### src/design/tked_pkg.sv
`timescale 1ns / 1ps
// Package for the terminal escape key decoder.
// Holds the character codes, key and phase encodings, and the state structs
// shared by the step logic, the field parser and the top level.
package tked_pkg;

  localparam int SEQ_MAX = 31;
  localparam int LEN_W = $clog2(SEQ_MAX + 1);

  localparam logic [7:0] CH_NUL = 8'h00;
  localparam logic [7:0] CH_ESC = 8'h1B;
  localparam logic [7:0] CH_LBRACKET = 8'h5B;
  localparam logic [7:0] CH_UPPER_O = 8'h4F;
  localparam logic [7:0] CH_TILDE = 8'h7E;
  localparam logic [7:0] CH_SEMI = 8'h3B;
  localparam logic [7:0] CH_LESS = 8'h3C;
  localparam logic [7:0] CH_ZERO = 8'h30;
  localparam logic [7:0] CH_NINE = 8'h39;
  localparam logic [7:0] CH_UPPER_A = 8'h41;
  localparam logic [7:0] CH_UPPER_B = 8'h42;
  localparam logic [7:0] CH_UPPER_C = 8'h43;
  localparam logic [7:0] CH_UPPER_D = 8'h44;
  localparam logic [7:0] CH_UPPER_F = 8'h46;
  localparam logic [7:0] CH_UPPER_H = 8'h48;
  localparam logic [7:0] CH_UPPER_M = 8'h4D;
  localparam logic [7:0] CH_UPPER_Z = 8'h5A;
  localparam logic [7:0] CH_LOWER_A = 8'h61;
  localparam logic [7:0] CH_LOWER_C = 8'h63;
  localparam logic [7:0] CH_LOWER_D = 8'h64;
  localparam logic [7:0] CH_LOWER_Z = 8'h7A;

  localparam logic [7:0] X10_BUTTON_BASE = 8'd32;
  localparam logic [7:0] X10_COORD_BASE = 8'd33;

  typedef enum logic [4:0] {
    KEY_BYTE,
    KEY_ESC,
    KEY_UP,
    KEY_DOWN,
    KEY_RIGHT,
    KEY_LEFT,
    KEY_LINE_START,
    KEY_END,
    KEY_DEL,
    KEY_PGUP,
    KEY_PGDN,
    KEY_CTRL_PGUP,
    KEY_CTRL_PGDN,
    KEY_CTL_ALT_UP,
    KEY_CTRL_ALT_DN,
    KEY_NEXT_WORD,
    KEY_PREV_WORD,
    KEY_CLICK_LEFT,
    KEY_CLICK_RIGHT,
    KEY_WHEEL_UP,
    KEY_WHEEL_DN,
    KEY_ALT_CLICK_LEFT
  } key_kind_t;

  typedef enum logic [2:0] {
    PH_IDLE,
    PH_ESC,
    PH_SS3,
    PH_CSI,
    PH_X10
  } phase_t;

  typedef struct packed {
    logic [2:0][15:0] value;
    logic [2:0]       cursor;
    logic [2:0][7:0]  stop_char;
  } field_state_t;

  typedef struct packed {
    phase_t             phase;
    logic [LEN_W-1:0]   seq_length;
    logic [7:0]         first_byte;
    field_state_t       fld;
    logic [1:0]         x10_count;
    logic signed [16:0] mouse_x;
    logic signed [16:0] mouse_y;
  } parse_state_t;

  typedef struct packed {
    logic      valid;
    key_kind_t kind;
    logic [7:0] key_byte;
  } key_result_t;

  typedef struct packed {
    logic en;
    logic idx;
  } x10_write_t;

endpackage

### src/design/tked_field.sv
`timescale 1ns / 1ps
// Incremental parser for the numeric fields of a CSI body.
// Depends on tked_pkg for the field state struct and character codes.
module tked_field (
  input  logic                  en,
  input  logic [7:0]            c,
  input  logic [1:0]            last_field,
  input  tked_pkg::field_state_t fld,
  output tked_pkg::field_state_t fld_next
);

  logic [1:0]  k;
  logic [19:0] prod;
  logic [15:0] sat;

  assign k = (fld.cursor[1:0] > 2'd2) ? 2'd2 : fld.cursor[1:0];

  always_comb begin
    prod = {4'd0, fld.value[k]} * 20'd10 + {12'd0, c - tked_pkg::CH_ZERO};
    sat = (prod > 20'd65535) ? 16'hFFFF : prod[15:0];
  end

  always_comb begin
    fld_next = fld;
    if (en && !fld.cursor[2]) begin
      if (c >= tked_pkg::CH_ZERO && c <= tked_pkg::CH_NINE) begin
        fld_next.value[k] = sat;
      end else if (c == tked_pkg::CH_SEMI && k < last_field) begin
        fld_next.stop_char[k] = c;
        fld_next.cursor = {1'b0, k} + 3'd1;
      end else begin
        fld_next.stop_char[k] = c;
        fld_next.cursor = {1'b1, k};
      end
    end
  end

endmodule

### src/design/tked_step.sv
`timescale 1ns / 1ps
// Next-state and result logic for one input word of the key decoder.
// Depends on tked_pkg and instantiates tked_field for the CSI body.
module tked_step (
  input  tked_pkg::parse_state_t st,
  input  logic                   timeout,
  input  logic [7:0]             b,
  input  logic [1:0][7:0]        x10_bytes,
  output tked_pkg::parse_state_t st_next,
  output tked_pkg::x10_write_t   x10_wr,
  output tked_pkg::key_result_t  res
);

  logic                        feed_en;
  logic [1:0]                  last_field;
  tked_pkg::field_state_t      fld_fed;
  logic [tked_pkg::LEN_W-1:0]  len_new;
  logic [7:0]                  first_new;
  logic                        end_byte;
  logic                        csi_done;
  logic [tked_pkg::LEN_W-1:0]  f_len;
  logic [7:0]                  f_first;
  tked_pkg::field_state_t      f_fld;
  logic [1:0]                  f_k;
  logic [1:0]                  f_kc;
  logic [7:0]                  f_stop;
  logic                        fin_x10;
  logic                        fin_mouse;
  tked_pkg::key_result_t       fin_res;
  tked_pkg::key_result_t       num_res;
  tked_pkg::key_result_t       x10_res;
  logic signed [16:0]          x10_col;
  logic signed [16:0]          x10_row;
  logic [15:0]                 x10_btn;

  function automatic tked_pkg::key_result_t key_of(input tked_pkg::key_kind_t kind);
    tked_pkg::key_result_t r;
    r.valid = 1'b1;
    r.kind = kind;
    r.key_byte = 8'd0;
    return r;
  endfunction

  function automatic tked_pkg::key_result_t button_kind(input logic [15:0] btn,
                                                        input logic sgr);
    tked_pkg::key_result_t r;
    r = key_of(tked_pkg::KEY_ESC);
    if (btn == 16'd64) begin
      r.kind = tked_pkg::KEY_WHEEL_UP;
    end else if (btn == 16'd65) begin
      r.kind = tked_pkg::KEY_WHEEL_DN;
    end else if (btn == 16'd0) begin
      r.kind = tked_pkg::KEY_CLICK_LEFT;
    end else if (btn == 16'd2) begin
      r.kind = tked_pkg::KEY_CLICK_RIGHT;
    end else if (sgr && (btn == 16'd8 || btn == 16'd16 || btn == 16'd24)) begin
      r.kind = tked_pkg::KEY_ALT_CLICK_LEFT;
    end else begin
      r.valid = 1'b0;
    end
    return r;
  endfunction

  function automatic logic signed [16:0] x10_coord(input logic [7:0] v);
    return (v >= tked_pkg::X10_COORD_BASE) ? {9'd0, v - tked_pkg::X10_COORD_BASE} : 17'sd0;
  endfunction

  assign feed_en = (st.phase == tked_pkg::PH_CSI) && !timeout &&
                   ((st.seq_length != '0) || (b != tked_pkg::CH_LESS));
  assign last_field = (st.seq_length != '0 && st.first_byte == tked_pkg::CH_LESS) ?
                      2'd2 : 2'd1;

  tked_field u_field (
    .en        (feed_en),
    .c         (b),
    .last_field(last_field),
    .fld       (st.fld),
    .fld_next  (fld_fed)
  );

  assign len_new = st.seq_length + tked_pkg::LEN_W'(1);
  assign first_new = (st.seq_length == '0) ? b : st.first_byte;
  assign end_byte = (b >= tked_pkg::CH_UPPER_A && b <= tked_pkg::CH_UPPER_Z) ||
                    (b >= tked_pkg::CH_LOWER_A && b <= tked_pkg::CH_LOWER_Z) ||
                    (b == tked_pkg::CH_TILDE) ||
                    ({1'b0, len_new} >= (tked_pkg::LEN_W + 1)'(tked_pkg::SEQ_MAX));
  assign csi_done = timeout || end_byte;

  assign f_len = timeout ? st.seq_length : len_new;
  assign f_first = timeout ? st.first_byte : first_new;
  assign f_fld = timeout ? st.fld : fld_fed;
  assign f_k = f_fld.cursor[1:0];
  assign f_kc = (f_k > 2'd2) ? 2'd2 : f_k;
  assign f_stop = f_fld.stop_char[f_kc];

  always_comb begin
    num_res = key_of(tked_pkg::KEY_ESC);
    if (f_fld.cursor[2] && f_k <= 2'd1) begin
      if (f_k == 2'd0) begin
        if (f_stop == tked_pkg::CH_TILDE) begin
          unique case (f_fld.value[0])
            16'd1, 16'd7: num_res.kind = tked_pkg::KEY_LINE_START;
            16'd3:        num_res.kind = tked_pkg::KEY_DEL;
            16'd4, 16'd8: num_res.kind = tked_pkg::KEY_END;
            16'd5:        num_res.kind = tked_pkg::KEY_PGUP;
            16'd6:        num_res.kind = tked_pkg::KEY_PGDN;
            default:      num_res.kind = tked_pkg::KEY_ESC;
          endcase
        end
      end else begin
        priority if (f_stop == tked_pkg::CH_TILDE && f_fld.value[0] == 16'd5 &&
                     (f_fld.value[1] == 16'd5 || f_fld.value[1] == 16'd6)) begin
          num_res.kind = tked_pkg::KEY_CTRL_PGUP;
        end else if (f_stop == tked_pkg::CH_TILDE && f_fld.value[0] == 16'd6 &&
                     (f_fld.value[1] == 16'd5 || f_fld.value[1] == 16'd6)) begin
          num_res.kind = tked_pkg::KEY_CTRL_PGDN;
        end else if (f_fld.value[1] == 16'd7 && f_stop == tked_pkg::CH_UPPER_A) begin
          num_res.kind = tked_pkg::KEY_CTL_ALT_UP;
        end else if (f_fld.value[1] == 16'd7 && f_stop == tked_pkg::CH_UPPER_B) begin
          num_res.kind = tked_pkg::KEY_CTRL_ALT_DN;
        end else if ((f_fld.value[1] == 16'd5 || f_fld.value[1] == 16'd6) &&
                     f_stop == tked_pkg::CH_UPPER_C) begin
          num_res.kind = tked_pkg::KEY_NEXT_WORD;
        end else if ((f_fld.value[1] == 16'd5 || f_fld.value[1] == 16'd6) &&
                     f_stop == tked_pkg::CH_UPPER_D) begin
          num_res.kind = tked_pkg::KEY_PREV_WORD;
        end else if (f_stop == tked_pkg::CH_UPPER_A) begin
          num_res.kind = tked_pkg::KEY_UP;
        end else if (f_stop == tked_pkg::CH_UPPER_B) begin
          num_res.kind = tked_pkg::KEY_DOWN;
        end else if (f_stop == tked_pkg::CH_UPPER_C) begin
          num_res.kind = tked_pkg::KEY_RIGHT;
        end else if (f_stop == tked_pkg::CH_UPPER_D) begin
          num_res.kind = tked_pkg::KEY_LEFT;
        end else begin
          num_res.kind = tked_pkg::KEY_ESC;
        end
      end
    end
  end

  always_comb begin
    fin_x10 = 1'b0;
    fin_mouse = 1'b0;
    fin_res = key_of(tked_pkg::KEY_ESC);
    priority if (f_len == '0) begin
      fin_res = key_of(tked_pkg::KEY_ESC);
    end else if (f_first == tked_pkg::CH_UPPER_M && f_len == tked_pkg::LEN_W'(1)) begin
      fin_x10 = 1'b1;
      fin_res.valid = 1'b0;
    end else if (f_first == tked_pkg::CH_LESS) begin
      if (f_fld.cursor[2] && f_stop == tked_pkg::CH_UPPER_M) begin
        fin_mouse = 1'b1;
        fin_res = button_kind(f_fld.value[0], 1'b1);
      end else begin
        fin_res.valid = 1'b0;
      end
    end else if (f_len == tked_pkg::LEN_W'(1) && f_first >= tked_pkg::CH_UPPER_A) begin
      unique case (f_first)
        tked_pkg::CH_UPPER_A: fin_res.kind = tked_pkg::KEY_UP;
        tked_pkg::CH_UPPER_B: fin_res.kind = tked_pkg::KEY_DOWN;
        tked_pkg::CH_UPPER_C: fin_res.kind = tked_pkg::KEY_RIGHT;
        tked_pkg::CH_UPPER_D: fin_res.kind = tked_pkg::KEY_LEFT;
        tked_pkg::CH_UPPER_H: fin_res.kind = tked_pkg::KEY_LINE_START;
        tked_pkg::CH_UPPER_F: fin_res.kind = tked_pkg::KEY_END;
        default:              fin_res.kind = tked_pkg::KEY_ESC;
      endcase
    end else begin
      fin_res = num_res;
    end
  end

  assign x10_btn = (x10_bytes[0] >= tked_pkg::X10_BUTTON_BASE) ?
                   {8'd0, x10_bytes[0] - tked_pkg::X10_BUTTON_BASE} : 16'hFFFF;
  assign x10_res = button_kind(x10_btn, 1'b0);
  assign x10_col = x10_coord(x10_bytes[1]);
  assign x10_row = x10_coord(b);

  always_comb begin
    st_next = st;
    x10_wr.en = 1'b0;
    x10_wr.idx = st.x10_count[0];
    unique case (st.phase)
      tked_pkg::PH_IDLE: begin
        if (!timeout && b == tked_pkg::CH_ESC) begin
          st_next.phase = tked_pkg::PH_ESC;
        end
      end
      tked_pkg::PH_ESC: begin
        st_next.phase = tked_pkg::PH_IDLE;
        if (!timeout && b == tked_pkg::CH_LBRACKET) begin
          st_next.phase = tked_pkg::PH_CSI;
          st_next.seq_length = '0;
          st_next.first_byte = 8'd0;
          st_next.fld = '0;
        end else if (!timeout && b == tked_pkg::CH_UPPER_O) begin
          st_next.phase = tked_pkg::PH_SS3;
        end
      end
      tked_pkg::PH_SS3: begin
        st_next.phase = tked_pkg::PH_IDLE;
      end
      tked_pkg::PH_CSI: begin
        if (!timeout) begin
          st_next.seq_length = len_new;
          st_next.first_byte = first_new;
          st_next.fld = fld_fed;
        end
        if (csi_done) begin
          st_next.phase = fin_x10 ? tked_pkg::PH_X10 : tked_pkg::PH_IDLE;
          if (fin_x10) begin
            st_next.x10_count = 2'd0;
          end
          if (fin_mouse) begin
            st_next.mouse_x = $signed({1'b0, f_fld.value[1]}) - 17'sd1;
            st_next.mouse_y = $signed({1'b0, f_fld.value[2]}) - 17'sd1;
          end
        end
      end
      tked_pkg::PH_X10: begin
        if (timeout) begin
          st_next.phase = tked_pkg::PH_IDLE;
          st_next.x10_count = 2'd0;
        end else if (st.x10_count < 2'd2) begin
          x10_wr.en = 1'b1;
          st_next.x10_count = st.x10_count + 2'd1;
        end else begin
          st_next.phase = tked_pkg::PH_IDLE;
          st_next.x10_count = 2'd0;
          st_next.mouse_x = x10_col;
          st_next.mouse_y = x10_row;
        end
      end
      default: begin
        st_next.phase = tked_pkg::PH_IDLE;
      end
    endcase
  end

  always_comb begin
    res.valid = 1'b0;
    res.kind = tked_pkg::KEY_BYTE;
    res.key_byte = 8'd0;
    unique case (st.phase)
      tked_pkg::PH_IDLE: begin
        if (!timeout && b != tked_pkg::CH_NUL && b != tked_pkg::CH_ESC) begin
          res.valid = 1'b1;
          res.key_byte = b;
        end
      end
      tked_pkg::PH_ESC: begin
        if (timeout || (b != tked_pkg::CH_LBRACKET && b != tked_pkg::CH_UPPER_O)) begin
          res = key_of(tked_pkg::KEY_ESC);
        end
      end
      tked_pkg::PH_SS3: begin
        res = key_of(tked_pkg::KEY_ESC);
        if (!timeout) begin
          unique case (b)
            tked_pkg::CH_UPPER_H: res.kind = tked_pkg::KEY_LINE_START;
            tked_pkg::CH_UPPER_F: res.kind = tked_pkg::KEY_END;
            tked_pkg::CH_LOWER_C: res.kind = tked_pkg::KEY_NEXT_WORD;
            tked_pkg::CH_LOWER_D: res.kind = tked_pkg::KEY_PREV_WORD;
            default:              res.kind = tked_pkg::KEY_ESC;
          endcase
        end
      end
      tked_pkg::PH_CSI: begin
        if (csi_done) begin
          res = fin_res;
        end
      end
      tked_pkg::PH_X10: begin
        if (!timeout && st.x10_count >= 2'd2) begin
          res = x10_res;
        end
      end
      default: begin
        res.valid = 1'b0;
      end
    endcase
  end

endmodule

### src/design/terminal_escape_key_decoder.sv
`timescale 1ns / 1ps
// Terminal escape key decoder: turns terminal bytes and read timeouts into key events.
// An accepted word waits in the input register until the result register is empty or being
// read; then the step logic decodes it into the parse state and result register. Throughput
// is one word per cycle, set by the single decode step between the input register and the
// result register; a key event held by the receiver stalls the input once the input
// register fills. Synchronous reset clears the parse state and drops words in flight.
module terminal_escape_key_decoder (
  input  logic               clk,
  input  logic               rst,
  input  logic               in_valid,
  output logic               in_ready,
  input  logic               operation,
  input  logic [7:0]         data_byte,
  output logic               out_valid,
  input  logic               out_ready,
  output logic [4:0]         key_kind,
  output logic [7:0]         key_byte,
  output logic signed [16:0] pointer_column,
  output logic signed [16:0] pointer_row
);

  logic                   in_full;
  logic                   in_op;
  logic [7:0]             in_byte;
  logic                   advance;
  tked_pkg::parse_state_t st;
  tked_pkg::parse_state_t st_next;
  logic [1:0][7:0]        x10_bytes;
  tked_pkg::x10_write_t   x10_wr;
  tked_pkg::key_result_t  res;

  assign advance = in_full && (!out_valid || out_ready);
  assign in_ready = !in_full || advance;

  tked_step u_step (
    .st       (st),
    .timeout  (in_op),
    .b        (in_byte),
    .x10_bytes(x10_bytes),
    .st_next  (st_next),
    .x10_wr   (x10_wr),
    .res      (res)
  );

  always_ff @(posedge clk) begin
    if (rst) begin
      in_full <= 1'b0;
    end else if (in_ready) begin
      in_full <= in_valid;
    end
  end

  always_ff @(posedge clk) begin
    if (in_valid && in_ready) begin
      in_op <= operation;
      in_byte <= data_byte;
    end
  end

  always_ff @(posedge clk) begin
    if (rst) begin
      st <= '0;
    end else if (advance) begin
      st <= st_next;
    end
  end

  always_ff @(posedge clk) begin
    if (advance && x10_wr.en) begin
      x10_bytes[x10_wr.idx] <= in_byte;
    end
  end

  always_ff @(posedge clk) begin
    if (rst) begin
      out_valid <= 1'b0;
    end else if (advance) begin
      out_valid <= res.valid;
    end else if (out_ready) begin
      out_valid <= 1'b0;
    end
  end

  always_ff @(posedge clk) begin
    if (advance && res.valid) begin
      key_kind <= res.kind;
      key_byte <= res.key_byte;
      pointer_column <= st_next.mouse_x;
      pointer_row <= st_next.mouse_y;
    end
  end

endmodule

### config.mk
export PLATFORM = sky130hd
export DESIGN_NAME = terminal_escape_key_decoder
export DESIGN_NICKNAME = d
export VERILOG_FILES = /design/src/design/tked_pkg.sv /design/src/design/tked_field.sv /design/src/design/tked_step.sv /design/src/design/terminal_escape_key_decoder.sv
export SDC_FILE = /design/constraint.sdc
export NUM_CORES = 1
export LEC_CHECK = 0
export ABC_AREA = 0
export BUFFER_PORTS_ARGS = -buffer_cell sky130_fd_sc_hd__buf_2
export CAP_MARGIN = 20
export CORE_MARGIN = 3
export CORE_UTILIZATION = 45
export CTS_CLUSTER_SIZE = 12
export DETAILED_ROUTE_END_ITERATION = 8
export PLACE_DENSITY = 0.72
export SLEW_MARGIN = 5
export SYNTH_ARGS = -nofsm -noshare
export SYNTH_HDL_FRONTEND = slang
export SYNTH_SLANG_ARGS = --single-unit
### constraint.sdc
create_clock -name clk -period 29.8 [get_ports clk]
set_input_delay 5.96 -clock clk [delete_from_list [all_inputs] [get_ports clk]]
set_output_delay 5.96 -clock clk [all_outputs]
set_load 0.02 [all_outputs]
# Word level (Yosys, flattened, before mapping)

Index checks and enable logic that the tools add are counted.

Flip-flop bits (word level): 201
Input port bits: 13
Output and inout bits: 49
Logic and storage cells: 286

$add $sub $neg: 10
$mul: 1
Magnitude comparators: 23
Eq/ne operators: 57
Mux-type cells: 108
Reductions and logical operators: 64

Operators by type and width:

| cell                                                                                 | count |
|---|---|
| 88-bit two-way mux                                                                   | 2 |
| 88-bit one-hot mux with 2 select lines                                               | 1 |
| 8-bit by 7-bit equality test with 1-bit output (second input constant)               | 20 |
| 75-bit two-way mux                                                                   | 2 |
| 5-bit two-way mux                                                                    | 24 |
| 16-bit by 3-bit equality test with 1-bit output (second input constant)              | 7 |
| 34-bit two-way mux                                                                   | 3 |
| 36-bit one-hot mux with 2 select lines                                               | 1 |
| 14-bit two-way mux                                                                   | 5 |
| 16-bit by 7-bit equality test with 1-bit output (second input constant)              | 4 |
| 16-bit two-way mux                                                                   | 4 |
| 8-bit two-way mux                                                                    | 8 |
| 27-bit two-way mux                                                                   | 2 |
| 48-bit bitwise mux                                                                   | 1 |
| 16-bit by 2-bit equality test with 1-bit output (second input constant)              | 3 |
| 48-bit two-way mux                                                                   | 1 |
| 5-bit one-hot mux with 4 select lines                                                | 2 |
| 36-bit two-way mux                                                                   | 1 |
| 16-bit by 1-bit subtractor with 17-bit output (second input constant)                | 2 |
| 1-bit logical AND                                                                    | 33 |
| 16-bit binary-select mux with 2-bit select                                           | 1 |
| 16-bit demux with 2-bit select                                                       | 1 |
| 16-bit by 5-bit equality test with 1-bit output (second input constant)              | 2 |
| 8-bit by 6-bit greater-or-equal comparator with 1-bit output (second input constant) | 4 |
| other kinds (59)                                                                     | 129 |

# Depth between registers and ports, before layout

Depth in word-level cells: 36
Depth in mapped cells: 29
Mapped depth without buffers: 26

# Cells and area by module

Synthesis repeated with hierarchy kept, for this count alone.

Cell total of the unflattened synthesis: 1888
Area total of the unflattened synthesis: 15255.9 sq um

By module, submodules not included:

| module                      | times used | cells an instance | area each (sq um) | sequential area each (sq um) |
|---|---|---|---|---|
| terminal_escape_key_decoder | 1          | 666               | 7063.0            | 4744.6 |
| tked_step                   | 1          | 808               | 5323.9            | 0.0 |
| tked_field                  | 1          | 414               | 2869.0            | 0.0 |

# Worst setup path after synthesis

No wires, ideal clock.

Path type: input to output
From: input out_ready
To: output in_ready
Data arrival time: 6.286 ns
Required time: 23.840 ns
Setup slack: 17.554 ns
Stages: 2
Path buffers: 0
Cell sequence: nor2b_1 -> nand2_1

Cells in the longest elaborated chain, start to end: 3

RTL lines:

| what               | line                              | text |
|---|---|---|
| start: declaration | terminal_escape_key_decoder.sv:16 | `input logic out_ready,` |
| 1-bit logical OR   | terminal_escape_key_decoder.sv:33 | `assign advance = in_full && (!out_valid \|\| out_ready);` |
| 1-bit logical AND  | terminal_escape_key_decoder.sv:33 |  |
| 1-bit logical OR   | terminal_escape_key_decoder.sv:34 | `assign in_ready = !in_full \|\| advance;` |
| end: declaration   | terminal_escape_key_decoder.sv:12 | `output logic in_ready,` |

No other way between the ends.

# Worst setup path in the final report

Ends and elaborated chain as after synthesis.

==> summary.txt <==
Global route
  – Largest net degree at the start of global routing: 57
  – Antenna violations before repair: 0
  – GRT overflow: 0
  – First-pass GRT wire length: 66500 um
  – Vias in the first global route: between 10k and 15k
  – Total track usage: about 25%

Clock network
  – Post-CTS Resized: 0
  – CTS tree: built
  – Clk Latency, worst-skew pair: 0.51 ns
  – H-tree depth: 1
  – CTS buffer count: 22
  – Root Driver: clkbuf_16
  – CTS Buffer Depth: 3
  – # clock sinks: 201
  – Clk pin slew, worst setup/hold paths: 0.05 ns
  – Post-CTS Setup Inserts: 0
  – Hold buffers post-CTS: 0

Place
  – Count of input and output buffers: about 60
  – Placed Cells: 2002
  – GPL Wtd Cong: 0.939
  – Dpl hpwl: 29900 um

Route
  – Drt total wl: 41900 um
  – DR WL met3: 3500 um
  – WL/cell: roughly 21 um
  – Number of DRC markers in iteration 0: 1703
  – Routed wl met2: 18800 um
  – Via density: 6.46
  – Top Metal Used: met4
  – Via count: 13.2k
  – Routed Antenna Nets: 0
  – Residual DRC: 0
  – Router iterations before antenna repair: 6
  – Met1 Wirelength: approximately 18000 um

Critical path
  – Depth of the worst register-to-register path: 24
  – CP Data Arrival Time: 6.49 ns
  – Req. time, crit path: between 20 and 25 ns
  – Crit Path Category: in2out
  – Crit Path Max Fanout: 3
  – Critical path endpoint category: output pin
  – Critical path launch point type: input pin

Yosys
  – Synth cell types: 94
  – Cell area after synthesis: approximately 14000 sq um
  – Post-synth ARST share: 0%
  – Post-synth top area cell: dfxtp_1
  – Yosys top cell area share: a little under a fifth
  – Post-synth EDFFs: 72
  – #FFs+latches synth: 201
  – Post-synth top cells: 223 x nor2_1, 129 x dfxtp_1, 128 x nand2_1, 97 x a21oi_1, 94 x o21ai_0
  – Register area share after synthesis: a little over a third
  – Syn avg cell area: 8.31 sq um
  – Main area contributors after synthesis: dfxtp_1 19%, edfxtp_1 16%, nor2_1 6.2%, ha_1 4.6%, a22oi_1 3.8%
  – Top-count cell post-synth: nor2_1
  – Yosys warns: 0
  – Syn_nets: 1694
  – Most used DFF post-synth: dfxtp_1
  – Synth Instances: ~1.6k

Floorplan
  – Vert. Die Dim: between 150 and 200 um
  – FP Rows: slightly above 60
  – Core area: 29200 sq um
  – DIE AREA: 32200 sq um
  – Chip width: roughly 180 um
  – Initial Utilization: 46.4%
  – Top-level I/O count: 62

Worst hold path
  – Hold Path Cell Cnt: 2
  – Hold Crit Class: reg2reg

Final layout
  – Finished Layout Cells: slightly above 2k
  – Fin nets: 1707
  – Layout cells sized above 1: 9.72%
  – Inserted Diodes: 0
  – P&R area growth vs syn: 9.22%
  – Filler cell count: 2776

Timing
  – Final Setup Violations: 0
  – Max Fclk: roughly 0.080 GHz
  – TNS Setup: 0 ns
  – Fin crit period: roughly 12 ns
  – Layout Skew: 0.0197 ns
  – Slew margin rel.: between 20% and 30%
  – Slew Limit Fails: 0
  – RSZ-0062 raised after global routing: no
  – Slew of the pin with the lowest slew margin: roughly 1.1 ns
  – Hold Violations, Final: 0
  – Crit share post-route: 41.8%

Power and ir drop
  – Peak VDD IR: approximately 25 uV
  – Leakage: 5.63 nW
  – Power density of the placed cells: 39.0 nW/um^2

Outcome
  – Status: completed

Job
  – Max-cap viol count: 0
[path summary, 6_finish.rpt]
path                                     startpoint                   endpoint  slack [ns]
worst min-delay path             st[8]$_SDFFE_PP0P_         st[8]$_SDFFE_PP0P_        0.45
worst min register to register   st[8]$_SDFFE_PP0P_         st[8]$_SDFFE_PP0P_        0.45
worst max-delay path                      out_ready                   in_ready       17.35
worst max register to register  st[60]$_SDFFE_PP0P_  pointer_row[14]$_DFFE_PP_       21.56
[final cells by class]
class                   instances  area (sq um)  area share, %
well taps                     384           480           3.25
multi-input cells            1297          8310           56.2
repair buffers                 85           488           3.30
clock inverters                 6          31.3          0.211
clock buffers                  32           609           4.12
inverters                      35           131          0.888
flip-flops and latches        201          4740           32.1
[cells by family after synthesis]
logic type / after synthesis / synth area share, %
buf+inv: 131 / 3.73
fa+ha+maj: 52 / 4.91
flops: 201 / 35.0
compound gates: 508 / 25.9
mux: 45 / 3.39
xor+xnor: 68 / 4.51
simple gates: 624 / 22.5
[layout by cell type (no fill, tap or decap), drive strengths merged, types with 38 or more instances in the layout]
| cell | synthesis | layout |
|---|---|---|
| o21ai | 107 | 107 |
| xnor2 | 44 | 44 |
| ha | 50 | 50 |
| nor2 | 224 | 224 |
| edfxtp | 72 | 72 |
| dfxtp | 129 | 129 |
| nand2 | 128 | 128 |
| buf | 16 | 85 |
| nor3 | 52 | 52 |
| mux2i | 38 | 38 |
| a21oi | 98 | 98 |
| a22oi | 69 | 69 |
| nand3 | 45 | 45 |
[power breakdown]
group          internal (W)  switching (W)
Sequential         0.000288     0.00000266
Combinational     0.0000106      0.0000260
Clock              0.000141       0.000109
Total              0.000440       0.000137
[per-stage QoR]
stage	hold WS, ns	total power, W	utilization [%]	setup WS (ns)	area [sq um]
after CTS	0.455	0.000579	50.7	17.35	14800
after global placement	0.433	0.000331	48.5	17.36	14200
final	0.455	0.000577	50.7	17.35	14800
after floorplan	0.425	0.000319	-	17.55	13500
after global routing	0.476	0.000594	50.7	17.31	14800
after detailed placement	0.445	0.000332	48.5	17.35	14200
[registers in the layout, indices dropped and copies added, names as in the netlist]
register	cells
in_byte	8
in_full	1
in_op	1
key_byte	8
key_kind	5
out_valid	1
pointer_column	17
pointer_row	17
st	127
x10_bytes	16
[routing by layer]
metal | global-route usage (%) | vias to the layer above
li1 | - | 6157
met1 | 34.5 | 6330
met2 | 39.7 | 594
met3 | 3.42 | 95
met4 | 7.92 | 0
met5 | 0 | -
[critical path, stage by stage]
cell and delay, ns:
buf_2 0.10, nor2b_1 0.18, nand2_1 0.09, buf_2 0.16
Note: power is estimated with default switching activity, not from simulation.
